==> config.mk <==
export PLATFORM = sky130hd
export DESIGN_NAME = apf_ctrl
export DESIGN_NICKNAME = d
export VERILOG_FILES = /design/src/hw/rtl/apf_pkg.sv /design/src/hw/rtl/apf_ctrl.sv
export SDC_FILE = /design/constraint.sdc
export NUM_CORES = 1
export LEC_CHECK = 0
export BUFFER_PORTS_ARGS = -buffer_cell sky130_fd_sc_hd__buf_4
export CAP_MARGIN = 20
export CORE_MARGIN = 1
export CORE_UTILIZATION = 45
export CTS_CLUSTER_SIZE = 25
export DETAILED_ROUTE_END_ITERATION = 10
export GPL_TIMING_DRIVEN = 0
export PLACE_DENSITY = 0.79
export RECOVER_POWER = 25
export SLEW_MARGIN = 15
export SYNTH_ARGS = -nofsm -noshare
export SYNTH_HDL_FRONTEND = slang
export SYNTH_SLANG_ARGS = --single-unit
export TNS_END_PERCENT = 100
==> constraint.sdc <==
create_clock -name clk -period 1.8 [get_ports clk]
set_clock_uncertainty 0.15 [all_clocks]
set_input_delay 0.18 -clock clk [delete_from_list [all_inputs] [get_ports clk]]
set_output_delay 0.18 -clock clk [all_outputs]
set_load 0.05 [all_outputs]
==> src/hw/rtl/apf_pkg.sv <==
`timescale 1ns / 1ps
package apf_pkg;

  // Fixed field widths
  localparam int VTX_W  = 6;
  localparam int CFG_W  = 7;
  localparam int DISC_W = 7;
  localparam int ACT_W  = 2;

  localparam logic [CFG_W-1:0] CFG_RESET = 7'd64;

  // Action codes
  localparam logic [ACT_W-1:0] ACT_LOAD  = 2'd0;
  localparam logic [ACT_W-1:0] ACT_RUN   = 2'd1;
  localparam logic [ACT_W-1:0] ACT_CLEAR = 2'd2;

  typedef enum logic [3:0] {
    S_IDLE,
    S_LOAD,
    S_INIT,
    S_ROOT,
    S_DISC_A,
    S_DISC_B,
    S_EDGE_A,
    S_EDGE_B,
    S_EDGE_C,
    S_POP_A,
    S_POP_B,
    S_OUT_A,
    S_OUT_B,
    S_OUT_C
  } state_t;

  // Controller to datapath
  typedef struct packed {
    logic load_rd;
    logic drop;
    logic load_wr;
    logic clear;
    logic run_init;
    logic root_next;
    logic root_start;
    logic head_rd;
    logic disc_do;
    logic edge_rd;
    logic edge_chk;
    logic disc_cmp;
    logic pop_a;
    logic pop_b;
    logic out_rd;
    logic out_load;
    logic out_adv;
  } cmd_t;

  // Datapath to controller
  typedef struct packed {
    logic in_ok;
    logic full;
    logic r_done;
    logic r_seen;
    logic e_end;
    logic t_oob;
    logic t_seen;
    logic sp_one;
    logic can_push;
    logic out_last;
  } status_t;

endpackage

==> src/hw/rtl/apf_ctrl.sv <==
`timescale 1ns / 1ps
module apf_ctrl import apf_pkg::*; (
  input  logic             clk,
  input  logic             rst,
  input  logic             s_tvalid,
  input  logic [ACT_W-1:0] action,
  input  logic             m_tready,
  input  status_t          sts,
  output logic             s_tready,
  output cmd_t             cmd
);

  state_t state;
  state_t state_next;
  logic   accept;

  assign s_tready = (state == S_IDLE);
  assign accept   = s_tvalid && s_tready;

  always_ff @(posedge clk) begin
    if (rst) begin
      state <= S_IDLE;
    end else begin
      state <= state_next;
    end
  end

  // Next state
  always_comb begin
    state_next = state;
    unique case (state)
      S_IDLE: begin
        if (accept) begin
          if (action == ACT_LOAD && sts.in_ok && !sts.full) begin
            state_next = S_LOAD;
          end else if (action == ACT_RUN) begin
            state_next = S_INIT;
          end
        end
      end
      S_LOAD:   state_next = S_IDLE;
      S_INIT:   state_next = S_ROOT;
      S_ROOT: begin
        if (sts.r_done) begin
          state_next = S_OUT_A;
        end else if (!sts.r_seen) begin
          state_next = S_DISC_A;
        end
      end
      S_DISC_A: state_next = S_DISC_B;
      S_DISC_B: state_next = S_EDGE_A;
      S_EDGE_A: state_next = sts.e_end ? S_POP_A : S_EDGE_B;
      S_EDGE_B: begin
        if (sts.t_oob) begin
          state_next = S_EDGE_A;
        end else if (!sts.t_seen) begin
          state_next = sts.can_push ? S_DISC_A : S_EDGE_A;
        end else begin
          state_next = S_EDGE_C;
        end
      end
      S_EDGE_C: state_next = S_EDGE_A;
      S_POP_A:  state_next = sts.sp_one ? S_ROOT : S_POP_B;
      S_POP_B:  state_next = S_EDGE_A;
      S_OUT_A:  state_next = S_OUT_B;
      S_OUT_B:  state_next = S_OUT_C;
      S_OUT_C: begin
        if (m_tready) begin
          state_next = sts.out_last ? S_IDLE : S_OUT_A;
        end
      end
      default:  state_next = S_IDLE;
    endcase
  end

  // Commands
  always_comb begin
    cmd = '0;
    unique case (state)
      S_IDLE: begin
        if (accept) begin
          cmd.load_rd = (action == ACT_LOAD) && sts.in_ok && !sts.full;
          cmd.drop    = (action == ACT_LOAD) && sts.in_ok && sts.full;
          cmd.clear   = (action == ACT_CLEAR);
        end
      end
      S_LOAD:   cmd.load_wr = 1'b1;
      S_INIT:   cmd.run_init = 1'b1;
      S_ROOT: begin
        if (!sts.r_done) begin
          cmd.root_next  = sts.r_seen;
          cmd.root_start = !sts.r_seen;
        end
      end
      S_DISC_A: cmd.head_rd = 1'b1;
      S_DISC_B: cmd.disc_do = 1'b1;
      S_EDGE_A: cmd.edge_rd = !sts.e_end;
      S_EDGE_B: cmd.edge_chk = 1'b1;
      S_EDGE_C: cmd.disc_cmp = 1'b1;
      S_POP_A:  cmd.pop_a = 1'b1;
      S_POP_B:  cmd.pop_b = 1'b1;
      S_OUT_A:  cmd.out_rd = 1'b1;
      S_OUT_B:  cmd.out_load = 1'b1;
      S_OUT_C:  cmd.out_adv = m_tready;
      default:  cmd = '0;
    endcase
  end

endmodule

# Word-level counts from Yosys, hierarchy flattened
# Cells that the tools add are included.
op_classes:
  eq_ne: 19
  mux: 31
  reduce_logical: 11
ops:
  columns: ["operator", "n"]
  rows:
  - ["two-way mux 4 bit", 11]
  - ["one-hot mux 4 bit (11 select lines)", 1]
  - ["== test 4 bit (second input constant)", 6]
  - ["== test 4 x 3 -> 1 bit (second input constant)", 4]
  - ["two-way mux 1 bit", 14]
  - ["two-way mux 2 bit", 5]
  - ["== test 4 x 2 -> 1 bit (second input constant)", 2]
  - ["== test 4 x 1 -> 1 bit (second input constant)", 1]
  - ["logical AND 1 bit", 4]
  - ["logical NOT 4 bit", 1]
  - ["AND reduction 4 bit", 1]
  - ["logical NOT 1 bit", 3]
  - ["inequality test 3 x 1 -> 1 bit (second input constant)", 1]
  - ["inequality test 3 bit (second input constant)", 1]
  - ["OR reduction 3 bit", 1]
  - ["== test 2 x 1 -> 1 bit (second input constant)", 1]
  - ["== test 2 bit (second input constant)", 1]
  - ["logical NOT 2 bit", 1]
  - ["inequality test 2 x 1 -> 1 bit (second input constant)", 1]
  - ["inequality test 2 bit (second input constant)", 1]
totals:
  ff_bits: 4
  out_inout_bits: 18
  elab_cells: 62

# Logic depth before layout (Yosys ltp)
# Gate-level depths: netlist (run 1).
depth:
  ltp_word: 6
  ltp_mapped: 6
  mapped_depth_nobuf: 4

# Worst setup path before layout (run 1)
# Ideal clock, no wire load.
synth_timing:
  path_type: "reg2out"
  startpoint: "register state[2]"
  endpoint: "output port cmd[13] in the netlist's numbering"
  arrival_ns: 2.554
  t_required_ns: 1.470
  slack_ns: -1.084
  path_stages_with_launch: 5
  n_path_buf: 1
  path_cell_list: "dfxtp_1 buf_4 nor4_4 nand2_1 nor3b_1"
synth_lines:
  columns: ["item", "line_no", "text"]
  rows:
  - ["start, declared", "apf_ctrl.sv:13", "state_t state;"]
  - ["start signal, assigned", "apf_ctrl.sv:24", "state <= state_next;"]
  - ["end, declared", "apf_ctrl.sv:10", "output cmd_t cmd"]

==> impl_metrics.sql, run 1 <==
INSERT INTO impl_metrics (metric_group, metric, value, unit) VALUES
('detailed_routing', 'dr.first_iter.drc_count', '22', ''),
('status', 'result_of_the_run', 'finished, violations left', ''),
('layout', 'final_core_util', '80.9', '%'),
('clock_tree', 'tritoncts', 'yes', ''),
('worst_hold_path', 'hold_path.class', 'primary input to register', ''),
('placement', 'port_buffer_count', '33', ''),
('setup_path', 'buffers_inverters_on_critical_path', '2', ''),
('clock_tree', 'hold_buffers', '0', ''),
('floorplanning', 'initial_utilization', '50.8', '%'),
('layout', 'final_nets', '151', ''),
('layout', 'drive_gt1_share', '55.6', '%'),
('setup_path', 'crit-reg2reg-launch', 'state[3]', ''),
('setup_path', 'crit_path_max_incr_delay', '0.31', 'ns'),
('logic_synthesis', 'synth_seq_cells', '4', ''),
('logic_synthesis', 'synthCells', '93', ''),
('grt', 'globalRouteTotalUtil', '30.3', '%'),
('detailed_routing', 'drt.antenna.violating_nets', '0', ''),
('sta', 'rsz0062_at_grt', 'true', ''),
('layout', 'nFillCells', '105', ''),
('placement', 'placement.setup.worst_slack', '0.0580', 'ns'),
('logic_synthesis', 'synthesis.yosys.warnings', '0', ''),
('floorplanning', 'dieWidth', '41.3', 'um'),
('layout', 'num_antenna_cells', '0', ''),
('setup_path', 'element_type_at_the_critical_path_end', 'output pin', ''),
('detailed_routing', 'via_per_inst', '6.10', ''),
('worst_hold_path', 'min_delay_path_depth', '2', ''),
('logic_synthesis', 'synth_ff_type', 'sky130_fd_sc_hd__dfxtp_1', ''),
('layout', 'registers.top_by_ff_count', 'state', ''),
('setup_path', 'critical_path_required', '1.47', 'ns'),
('placement', 'dp.final_hpwl', '1700', 'um'),
('sta', 'setup_viol', '1', ''),
('clock_tree', 'number_of_sinks_on_the_clock_net', '4', ''),
('detailed_routing', 'dr_total_vias', '903', ''),
('sta', 'total_count_of_max_transition_violations_in_the_final_report', '0', ''),
('layout', 'sequential_cell_area', '82.6', 'sq um'),
('detailed_routing', 'drt_first_pass_iters', '5', ''),
('floorplanning', 'top_level_ports', '34', ''),
('status', 'violations_in_the_final_reports', 'negative setup slack', ''),
('worst_hold_path', 'worstHoldStart', 'rst', ''),
('sta', 'setup_slack_of_the_critical_path_after_layout', '-0.0375', 'ns'),
('detailed_routing', 'detail_route.wl_per_cell', '15.6', 'um'),
('setup_path', 'reg2reg_to', 'state[2]', ''),
('sta', 'final_period_minus_worst_setup_slack', '1.84', 'ns'),
('logic_synthesis', 'synthesis.area_per_instance', '7.47', 'sq um'),
('layout', 'largest_register_ff_count', '4', ''),
('grt', 'first_global_vias', '829', ''),
('clock_tree', 'cts.root.buffer_cell', 'sky130_fd_sc_hd__clkbuf_4', ''),
('grt', 'first_pass_grt_wire_length', '3500', 'um'),
('sta', 'layout_worst_path_cycle_share', '102', '%'),
('setup_path', 'path_max_fanout', '7', ''),
('logic_synthesis', 'post_synth_num_cell_types', '41', ''),
('setup_path', 'slowest_stage', 'sky130_fd_sc_hd__dfxtp_2', ''),
('sta', 'timing_hold_violations_final', '0', ''),
('sta', 'timing.fmax', '544', 'MHz'),
('setup_path', 'timing.critical_path.max_delay_family', 'simple AND/OR/NAND/NOR gates', ''),
('layout', 'mostFrequentLayoutCell', 'sky130_fd_sc_hd__buf_4', ''),
('grt', 'globalRouteOverflowTotal', '0', ''),
('setup_path', 'crit_path_cell_trace', 'buf_6, nor4_4, nand2_2, nor3b_4, buf_6', ''),
('logic_synthesis', 'synth_seq_area_share', '11.5', '%'),
('layout', 'top_regs', 'state (4)', ''),
('worst_hold_path', 'hold_path_end', 'state[3]', ''),
('sta', 'setup_tns', '-0.0375', 'ns'),
('clock_tree', 'clk_pin_slew_worst_paths', '0.04', 'ns'),
('power', 'power_leakage', '0.457', 'nW'),
('setup_path', 'cp_common_cell', 'sky130_fd_sc_hd__buf_6', ''),
('logic_synthesis', 'synth_edf_count', '0', ''),
('setup_path', 'worst_setup_path_start_kind', 'register', ''),
('setup_path', 'critical_path_arrival', '1.51', 'ns'),
('clock_tree', 'h_tree_levels', '1', ''),
('floorplanning', 'row_count', '13', ''),
('run', 'cap_violations', '0', '');
how the worst max path moves through the flow:
| stage | from | to | depth (start not counted) |
|---|---|---|---|
| final | state[2] | cmd[13] | 5 |
| after global routing | state[2] | cmd[13] | 5 |
| after CTS | state[0] | cmd[13] | 5 |
| after detailed placement | state[1] | cmd[13] | 4 |
| after global placement | state[3] | state[2] | 5 |
| after floorplan | state[0] | cmd[13] | 4 |
cells in the mapped netlist (2+ instances only):
cell / count / area (sq um)
sky130_fd_sc_hd__o22ai_1: 4 / 25.0
sky130_fd_sc_hd__buf_2: 2 / 10.0
sky130_fd_sc_hd__nand2_1: 6 / 22.5
sky130_fd_sc_hd__a211oi_1: 3 / 22.5
sky130_fd_sc_hd__o32ai_2: 2 / 32.5
sky130_fd_sc_hd__nor2b_1: 2 / 12.5
sky130_fd_sc_hd__nor2_1: 12 / 45.0
sky130_fd_sc_hd__o21ai_1: 3 / 15.0
sky130_fd_sc_hd__buf_6: 2 / 22.5
sky130_fd_sc_hd__inv_1: 6 / 22.5
sky130_fd_sc_hd__dfxtp_1: 4 / 80.1
sky130_fd_sc_hd__buf_4: 2 / 15.0
sky130_fd_sc_hd__nor3_1: 8 / 40.0
sky130_fd_sc_hd__nor3b_1: 3 / 22.5
sky130_fd_sc_hd__nand2b_1: 7 / 43.8
sky130_fd_sc_hd__a32oi_1: 2 / 17.5
worst register-to-register path, stage by stage, from the launching register on:
cell and delay [ns]:
sky130_fd_sc_hd__dfxtp_1 0.56, sky130_fd_sc_hd__buf_6 0.22, sky130_fd_sc_hd__nor3_1 0.07, sky130_fd_sc_hd__a211o_1 0.27, sky130_fd_sc_hd__a32oi_1 0.24, sky130_fd_sc_hd__o32ai_2 0.11
logic make-up after synthesis:
family                 share of synthesized area, %
AO/OA/AOI/OAI                                  30.1
buffers and inverters                          11.2
flip-flops                                     11.5
AND/OR/NAND/NOR                                47.2
layout make-up:
type                            instances  share of cell area (%)
Buffer                                  6                    4.87
Sequential cell                         4                    7.47
Inverter                                7                    2.38
Tap cell                               15                    1.70
Clock buffer                            3                    2.04
Timing Repair Buffer                   38                    26.6
Multi-Input combinational cell         75                    54.9
stage by stage:
step           instance area (sq um)  hold slack (ns)
3_3_place_gp                    1030            0.267
3_5_place_dp                    1030            0.268
4_1_cts                         1080           0.0341
6_report                        1100           0.0395
5_1_grt                         1100           0.0404
2_1_floorplan                    762           0.0994
power by group:
part | internal (W) | total [W] | switching (W)
Combinational | 0.0000629 | 0.000139 | 0.0000760
Clock | 0.0000742 | 0.000105 | 0.0000310
Sequential | 0.0000912 | 0.0000956 | 0.00000443
metal layers:
metal  global-route usage (%)  vias to the layer above  wire, um
met5                        0                        -         0
met4                     5.65                        0         8
met3                     3.80                        2       185
met2                     52.3                       46      1170
met1                     39.9                      430       943
li1                         -                      425         -
what timing repair did:
action | 4_1_cts | 5_1_grt
gates cloned | 0 | 0
pin swaps | 4 | 4
resized for setup | 5 | 4
setup buffers | 2 | 3
setup endpoints to repair | 9 | 7
(Power assumes the default switching activity.)
==> run 2, diff against run 1 <==
--- a/config.mk
+++ b/config.mk
@@ -11,7 +11,6 @@
 export CORE_UTILIZATION = 45
 export CTS_CLUSTER_SIZE = 25
 export DETAILED_ROUTE_END_ITERATION = 10
-export GPL_TIMING_DRIVEN = 0
 export PLACE_DENSITY = 0.79
 export RECOVER_POWER = 25
 export SLEW_MARGIN = 15
==> run 2 against run 1 <==
  * The flow now finishes without violations
  * Critical path depth shrank 1
  * Worst setup slack gained 0.050 ns
  * Core utilization grew 1.6 points
  * Clock-buffer cell count is the same
  * Worst hold slack lost 0.010 ns
  * Non-clock buffer count grew 2
  * Critical endpoint unchanged
  * Largest power group unchanged
==> impl_metrics.sql, run 2 (same netlist as run 1, synthesis figures left out) <==
INSERT INTO impl_metrics (metric_group, metric, value, unit) VALUES
('status', 'result_of_the_run', 'finished clean', ''),
('sta', 'timing.fmax', '559', 'MHz'),
('floorplanning', 'dieArea', '1700', 'sq um'),
('placement', 'gp_congestion', '0.826', ''),
('clock_tree', 'clk_path_buf_depth', '2', ''),
('clock_tree', 'clk_pin_slew_worst_paths', '0.04', 'ns'),
('clock_tree', 'cts.root.buffer_cell', 'sky130_fd_sc_hd__clkbuf_4', ''),
('placement', 'port_buffer_count', '33', ''),
('layout', 'largest_register_ff_count', '4', ''),
('setup_path', 'element_type_at_the_critical_path_end', 'output pin', ''),
('placement', 'placement.setup.worst_slack', '0.0373', 'ns'),
('detailed_routing', 'routed_wl', '2210', 'um'),
('floorplanning', 'initial_utilization', '50.8', '%'),
('run', 'cap_violations', '0', ''),
('clock_tree', 'tritoncts', 'yes', ''),
('clock_tree', 'h_tree_levels', '1', ''),
('layout', 'top_regs', 'state (4)', ''),
('clock_tree', 'numCtsBuffers', '3', ''),
('detailed_routing', 'drc', '0', ''),
('detailed_routing', 'dr.first_iter.drc_count', '21', ''),
('grt', 'first_global_vias', '730', ''),
('sta', 'timing_hold_violations_final', '0', ''),
('worst_hold_path', 'min_delay_path_depth', '2', ''),
('grt', 'antenna_found_initial', '0', ''),
('layout', 'registers.top_by_ff_count', 'state', ''),
('setup_path', 'slowest_stage', 'sky130_fd_sc_hd__dfxtp_4', ''),
('clock_tree', 'number_of_sinks_on_the_clock_net', '4', ''),
('detailed_routing', 'drt_first_pass_iters', '4', ''),
('layout', 'final_nets', '153', ''),
('layout', 'mostFrequentLayoutCell', 'sky130_fd_sc_hd__buf_4', ''),
('floorplanning', 'top_level_ports', '34', ''),
('layout', 'synthToLayoutAreaGrowth', '62.2', '%'),
('grt', 'grt_start_max_net_pins', '21', ''),
('setup_path', 'worst-r2r-cell-count', '7', ''),
('power', 'power.density_cell_area', '309', 'nW/um^2'),
('setup_path', 'timing.critical_path.max_delay_family', 'simple AND/OR/NAND/NOR gates', ''),
('sta', 'total_count_of_max_transition_violations_in_the_final_report', '0', ''),
('grt', 'globalRouteTotalUtil', '28.8', '%'),
('setup_path', 'setup.worst_path.class', 'register to output pin', ''),
('layout', 'drive_gt1_share', '56.3', '%'),
('setup_path', 'critical_path_depth', '4', ''),
('setup_path', 'worst_setup_path_start_kind', 'register', ''),
('layout', 'num_antenna_cells', '0', ''),
('floorplanning', 'floorplan.die.height', '41.3', 'um'),
('setup_path', 'critical_path_required', '1.47', 'ns'),
('setup_path', 'path_max_fanout', '10', ''),
('detailed_routing', 'via_per_inst', '5.71', ''),
('setup_path', 'critical_path_arrival', '1.46', 'ns'),
('setup_path', 'buffers_inverters_on_critical_path', '1', ''),
('power', 'vdd_ir_drop_max', '0.265', 'mV'),
('sta', 'setup_slack_of_the_critical_path_after_layout', '0.0126', 'ns'),
('power', 'power_leakage', '0.466', 'nW'),
('grt', 'first_pass_grt_wire_length', '3260', 'um'),
('clock_tree', 'clk_latency', '0.24', 'ns'),
('layout', 'layout_common_cells', 'sky130_fd_sc_hd__buf_4 (38), sky130_fd_sc_hd__nor2_1 (10), sky130_fd_sc_hd__nand2b_1 (7)', ''),
('sta', 'rsz0062_at_grt', 'true', ''),
('detailed_routing', 'drt.antenna.violating_nets', '0', ''),
('sta', 'layout_worst_path_cycle_share', '99.3', '%'),
('worst_hold_path', 'hold_path.class', 'primary input to register', ''),
('floorplanning', 'row_count', '13', ''),
('sta', 'final_period_minus_worst_setup_slack', '1.79', 'ns'),
('floorplanning', 'dieWidth', '41.3', 'um'),
('detailed_routing', 'dr_total_vias', '856', ''),
('sta', 'worst_rel_slew_slack', '69.0', '%'),
('sta', 'setup_viol', '0', ''),
('setup_path', 'crit_path_max_incr_delay', '0.39', 'ns'),
('floorplanning', 'core_region_area', '1370', 'sq um'),
('grt', 'globalRouteOverflowTotal', '0', ''),
('placement', 'dp.final_hpwl', '1610', 'um'),
('sta', 'setup_tns', '0', 'ns'),
('detailed_routing', 'detail_route.wl_per_cell', '14.8', 'um'),
('sta', 'worst_margin_slew', '0.462', 'ns'),
('setup_path', 'crit_path_cell_trace', 'nor4_4, nand2_2, nor3b_4, buf_6', '');
[run 2: path summary, 6_finish.rpt]
path / start / end / slack, ns
max: state[1] / cmd[13] / 0.01
min: rst / state[3] / 0.03
max reg2reg: state[3] / state[0] / 0.05
min reg2reg: state[1] / state[3] / 0.45
[run 2: stage by stage]
| step | utilization, % | total power, W | hold WS, ns | instance area [sq um] | cells |
|---|---|---|---|---|---|
| after floorplan | - | 0.000173 | 0.0994 | 762 | 93 |
| after global routing | 82.4 | 0.000359 | 0.0425 | 1130 | 150 |
| after global placement | 77.9 | 0.000228 | 0.270 | 1060 | 144 |
| after CTS | 81.7 | 0.000344 | 0.0330 | 1120 | 149 |
| after detailed placement | 77.9 | 0.000230 | 0.288 | 1060 | 144 |
| final | 82.4 | 0.000348 | 0.0293 | 1130 | 150 |
[run 2: report_power, final]
group          internal, W  total (W)  switching (W)
clock network    0.0000750   0.000117      0.0000420
logic            0.0000641   0.000136      0.0000717
registers        0.0000889  0.0000956     0.00000673
total             0.000228   0.000348       0.000120
[run 2: timing repair]
action	4_1_cts	5_1_grt
cloned	0	0
hold buffers	0	0
setup endpoints to repair	12	4
pin swaps	3	0
setup buffers	2	1
resized for setup	6	3
[run 2: area by class of cell]
cell class | count | area (sq um)
timing repair buffer | 46 | 365
inverter | 7 | 26.3
tap | 15 | 18.8
multi-input combinational | 75 | 604
fill | 88 | 240
sequential | 4 | 88.8
clock buffer | 3 | 22.5
[run 2: metal layers]
layer	routed length, um	track usage [%]	share of wire, %
met1	1040	42.0	47
met2	1010	43.4	46
met3	136	3.80	6.1
met4	27	8.06	1.2
met5	0	0	0
[run 2: worst reg2reg max path: stages, from the launching register on]
cell and delay [ns]:
sky130_fd_sc_hd__dfxtp_4 0.35, sky130_fd_sc_hd__buf_4 0.16, sky130_fd_sc_hd__buf_4 0.15, sky130_fd_sc_hd__buf_4 0.16, sky130_fd_sc_hd__nand4b_1 0.11, sky130_fd_sc_hd__o221ai_1 0.13, sky130_fd_sc_hd__a211oi_1 0.29, sky130_fd_sc_hd__o22ai_1 0.13
